==> src/sv/ctc_pkg.sv <==
// ----------------------------------------------------------------------------
// ctc_pkg - shared types and constants of the credential table
// Field widths, operation and status codes and reset values used by the
// table, its compare unit, its channel interfaces and its checker.
// ----------------------------------------------------------------------------
`default_nettype none

package ctc_pkg;

    // field widths
    localparam int OP_W        = 3;
    localparam int ID_W        = 32;
    localparam int ROLE_W      = 3;
    localparam int LEN_W       = 6;
    localparam int TIME_W      = 32;
    localparam int LIFE_W      = 32;
    localparam int EXPIRY_W    = 33;
    localparam int WORD_W      = 64;
    localparam int STATUS_W    = 3;
    localparam int USED_W      = 5;

    // token layout
    localparam int BYTE_W      = 8;
    localparam int WORD_BYTES  = WORD_W / BYTE_W;
    localparam int TOKEN_WORDS = 4;
    localparam int TOKEN_BYTES = TOKEN_WORDS * WORD_BYTES;
    localparam int WSEL_W      = $clog2(TOKEN_WORDS);
    localparam int STEP_W      = $clog2(TOKEN_WORDS + 1);
    localparam int NB_W        = $clog2(WORD_BYTES + 1);
    localparam int ID_BYTES    = ID_W / BYTE_W;

    // lifetime register after reset, in seconds
    localparam logic [LIFE_W-1:0] LIFETIME_RESET = LIFE_W'(3600);

    typedef enum logic [OP_W-1:0] {
        OP_REGISTER     = 3'd0,
        OP_REVOKE       = 3'd1,
        OP_AUTHENTICATE = 3'd2,
        OP_AUTHORIZE    = 3'd3,
        OP_CLEAR        = 3'd4
    } op_t;

    typedef enum logic [STATUS_W-1:0] {
        ST_OK      = 3'd0,
        ST_INVALID = 3'd1,
        ST_AUTH    = 3'd2,
        ST_EXPIRED = 3'd3,
        ST_DENIED  = 3'd4,
        ST_FAIL    = 3'd5
    } status_t;

endpackage

`default_nettype wire

==> src/sv/ctc_match.sv <==
// ----------------------------------------------------------------------------
// ctc_match - shared masked compare unit
// Compares the low nbytes bytes of two 64-bit words; used for the id scan
// and for each token word in turn.
// ----------------------------------------------------------------------------
`default_nettype none

module ctc_match (
    input  logic [ctc_pkg::WORD_W-1:0] lhs,
    input  logic [ctc_pkg::WORD_W-1:0] rhs,
    input  logic [ctc_pkg::NB_W-1:0]   nbytes,
    output logic                       eq
);
    import ctc_pkg::*;

    logic [WORD_W-1:0] mask;

    // byte enable mask from the byte count
    always_comb
    begin
        for (int i = 0; i < WORD_BYTES; i++)
        begin
            mask[i*BYTE_W +: BYTE_W] = (NB_W'(i) < nbytes) ? '1 : '0;
        end
    end

    assign eq = (((lhs ^ rhs) & mask) == '0);

endmodule

`default_nettype wire

==> config.mk <==
export PLATFORM = sky130hd
export DESIGN_NAME = ctc_match
export DESIGN_NICKNAME = d
export VERILOG_FILES = /design/src/sv/ctc_pkg.sv /design/src/sv/ctc_match.sv
export SDC_FILE = /design/constraint.sdc
export NUM_CORES = 1
export LEC_CHECK = 0
export BUFFER_PORTS_ARGS = -buffer_cell sky130_fd_sc_hd__buf_2
export CAP_MARGIN = 20
export CORE_ASPECT_RATIO = 1.2
export CORE_MARGIN = 8
export CORE_UTILIZATION = 26
export DETAILED_ROUTE_END_ITERATION = 12
export GPL_ROUTABILITY_DRIVEN = 0
export PLACE_DENSITY = 0.93
export SETUP_SLACK_MARGIN = 0.3
export SYNTH_ARGS = -nofsm -noshare
export SYNTH_HDL_FRONTEND = slang
export SYNTH_SLANG_ARGS = --single-unit
==> constraint.sdc <==
create_clock -name vclk -period 1.6
set_clock_uncertainty 0.2 [all_clocks]
set_input_delay 0.24 -clock vclk [all_inputs]
set_output_delay 0.24 -clock vclk [all_outputs]
set_load 0.05 [all_outputs]
==> impl_metrics.toml <==
[floorplanning]
die_x_microns = 65.5
boundaryPins = 133
placeableCoreArea_sq_um = 2810
fp.dieArea_sq_um = 4940
die_h_microns = 75.4
row_count = 21
initial_core_util_pct = 27.2

[synthesis]
syn_nets = 230
synth_cells = 98
netlist_area_sq_um = 764
synthDistinctLibCells = 14
cell_accounting_for_the_most_synthesized_area = "sky130_fd_sc_hd__xor2_1"
synth.top_cells.by_area = "sky130_fd_sc_hd__xor2_1, sky130_fd_sc_hd__xnor2_1, sky130_fd_sc_hd__nor4_1"
synthMostInstantiatedCell = "sky130_fd_sc_hd__xor2_1"
yosysWarningCount = 0
synth_seq_area_share_pct = 0
synth.top_cell.area_share_pct = 55.0
postSynthAreaPerCell_sq_um = 7.80
synth_common_cells = "sky130_fd_sc_hd__xor2_1, sky130_fd_sc_hd__xnor2_1, sky130_fd_sc_hd__nor4_1, sky130_fd_sc_hd__a21oi_1, sky130_fd_sc_hd__nand4_1"

[drt]
wl_per_cell_microns = 13.5
route.antenna.remaining_nets = 0
routed_wl_mm = 3.69
drt_pre_antenna_iters = 4
wl_met2_mm = 2.02
drt_iter0_markers = 23
wirelength_met1_mm = 1.10
wl_met3_microns = 565
vias = 1238
top_layer_used = "met3"
detail_route.vias_per_cell = 4.52
route.detailed.drc = 0

[global_route]
antenna_violations_before_repair = 0
wire_length_of_the_first_global_routing_pass_mm = 5.90
vias_in_the_first_global_route = 1434
grt_util_all_layers_pct = 14.3
grt_overflow = 0
grt_max_degree = 6

[timing]
finalWorstSetupSlack_ns = -0.420
final.hold.worst_slack_ns = 0.854
timing.final.hold_violations = 0
finalSetupViolCount = 1
fin_crit_ns = 2.02
timing.final.crit_share_pct = 126
slew_headroom_pct = 81.4
worst_pin_slew_ns = 0.277
rsz0062_at_grt = "yes"
fmaxAchievable_ghz = 0.495
timing_max_transition_violations_final = 0

[flow_run]
maxCapViolCount = 0

[power]
power_density_relative_to_cell_area_nw_per_um2 = 231
max-vdd-ir-drop_mv = 0.138
p_leak_nw = 0.883
totalPowerFinal_w = 0.000380

[critical_path]
critPathMaxFanout = 2
timing.critical_path.arrival_ns = 1.58
critical_path.endpoint_type = "output port"
setup.worst_path.start_class = "primary input"
worst_ep_required_time_ns = 1.16
crit_type = "primary input to output port"

[layout]
nets = 374
register_area_sq_um = 0
utilization_pct = 58.6
layout.sequential_cells = 0
antenna_cells = 0
nFillCells = 272
drive_above_1_share_pct = 62.5
fin_cells = 274
area_delta_synth_final_pct = 115
num-clock-buffers = 0

[hold_path]
hold_end = "eq"
hp-class = "primary input to output port"
worst_hold_startpoint = "nbytes[3]"
holdPathStages = 5

[status]
violated_checks = "negative setup slack"
status = "complete, but fails checks"

[placed_design]
dp.cells = 273
half_perimeter_wire_length_after_detailed_placement_mm = 3.55
portBuffers = 133

[clocking]
postCtsHoldBufs = 0
[through the flow]
step	TNS, ns	setup slack [ns]	instance area (sq um)
floorplan	-0.199	-0.199	790
global placement	-0.614	-0.614	1560
detailed placement	-0.606	-0.606	1560
CTS	-0.431	-0.431	1640
global route	-0.493	-0.493	1650
finish	-0.420	-0.420	1650
[worst max path at each step]
stage,slack [ns],depth (start not counted),from,end
6_report,-0.42,7,lhs[28],eq
3_3_place_gp,-0.61,7,rhs[60],eq
3_5_place_dp,-0.61,7,rhs[28],eq
2_1_floorplan,-0.20,5,rhs[29],eq
4_1_cts,-0.43,7,lhs[28],eq
5_1_grt,-0.49,7,lhs[25],eq
[routing by layer]
| layer | track usage, % | vias to the layer above |
|---|---|---|
| li1 | - | 632 |
| met1 | 12.5 | 526 |
| met2 | 30.0 | 80 |
| met3 | 6.91 | 0 |
| met4 | 0 | 0 |
| met5 | 0 | - |
[worst max-delay path, stage by stage]
cell and delay, ns:
sky130_fd_sc_hd__buf_6 0.09, sky130_fd_sc_hd__xnor2_2 0.14, sky130_fd_sc_hd__nand4_1 0.11, sky130_fd_sc_hd__or4_4 0.55, sky130_fd_sc_hd__o21ai_2 0.07, sky130_fd_sc_hd__and4_4 0.22
sky130_fd_sc_hd__buf_8 0.14
[repair_timing]
action,4_1_cts,5_1_grt
gates cloned,0,0
setup buffers,1,0
pin swaps,11,3
endpoints found under the hold margin,0,0
endpoints found under the setup margin,1,1
gates resized for setup,14,1
[logic make-up after synthesis]
family | share of synthesized area [%]
xor+xnor | 73.3
simple gates | 17.5
compound gates | 9.16
[placed cells by master, fill, tap and decap left out]
master                    netlist  layout
sky130_fd_sc_hd__or4_4          0       1
sky130_fd_sc_hd__a21oi_1        7       7
sky130_fd_sc_hd__nor4_2         0       1
sky130_fd_sc_hd__o21a_1         2       2
sky130_fd_sc_hd__o21ai_2        0       1
sky130_fd_sc_hd__buf_2          0     124
sky130_fd_sc_hd__nand2_1        1       1
sky130_fd_sc_hd__o32ai_1        1       1
sky130_fd_sc_hd__xnor2_2        0       4
sky130_fd_sc_hd__nor3_1         2       2
sky130_fd_sc_hd__nor2_1         1       1
sky130_fd_sc_hd__a31oi_1        1       1
sky130_fd_sc_hd__xor2_1        48      48
sky130_fd_sc_hd__nor4_1        12      11
sky130_fd_sc_hd__buf_8          0       1
sky130_fd_sc_hd__xnor2_1       16      12
sky130_fd_sc_hd__and4_4         0       1
sky130_fd_sc_hd__buf_6          0       8
sky130_fd_sc_hd__buf_4          0       9
sky130_fd_sc_hd__nand4_1        4       4
[layout make-up]
class                      instances  area (sq um)  share of cell area (%)
timing repair buffer             142           793                    48.2
multi-input combinational         98           811                    49.2
tap                               34          42.5                    2.58
[report_power, final]
part           internal, W  leakage (nW)  switching, W
clock                    0             0             0
sequential               0             0             0
combinational     0.000236         0.883      0.000144
Note: power is estimated with default switching activity, not from simulation.
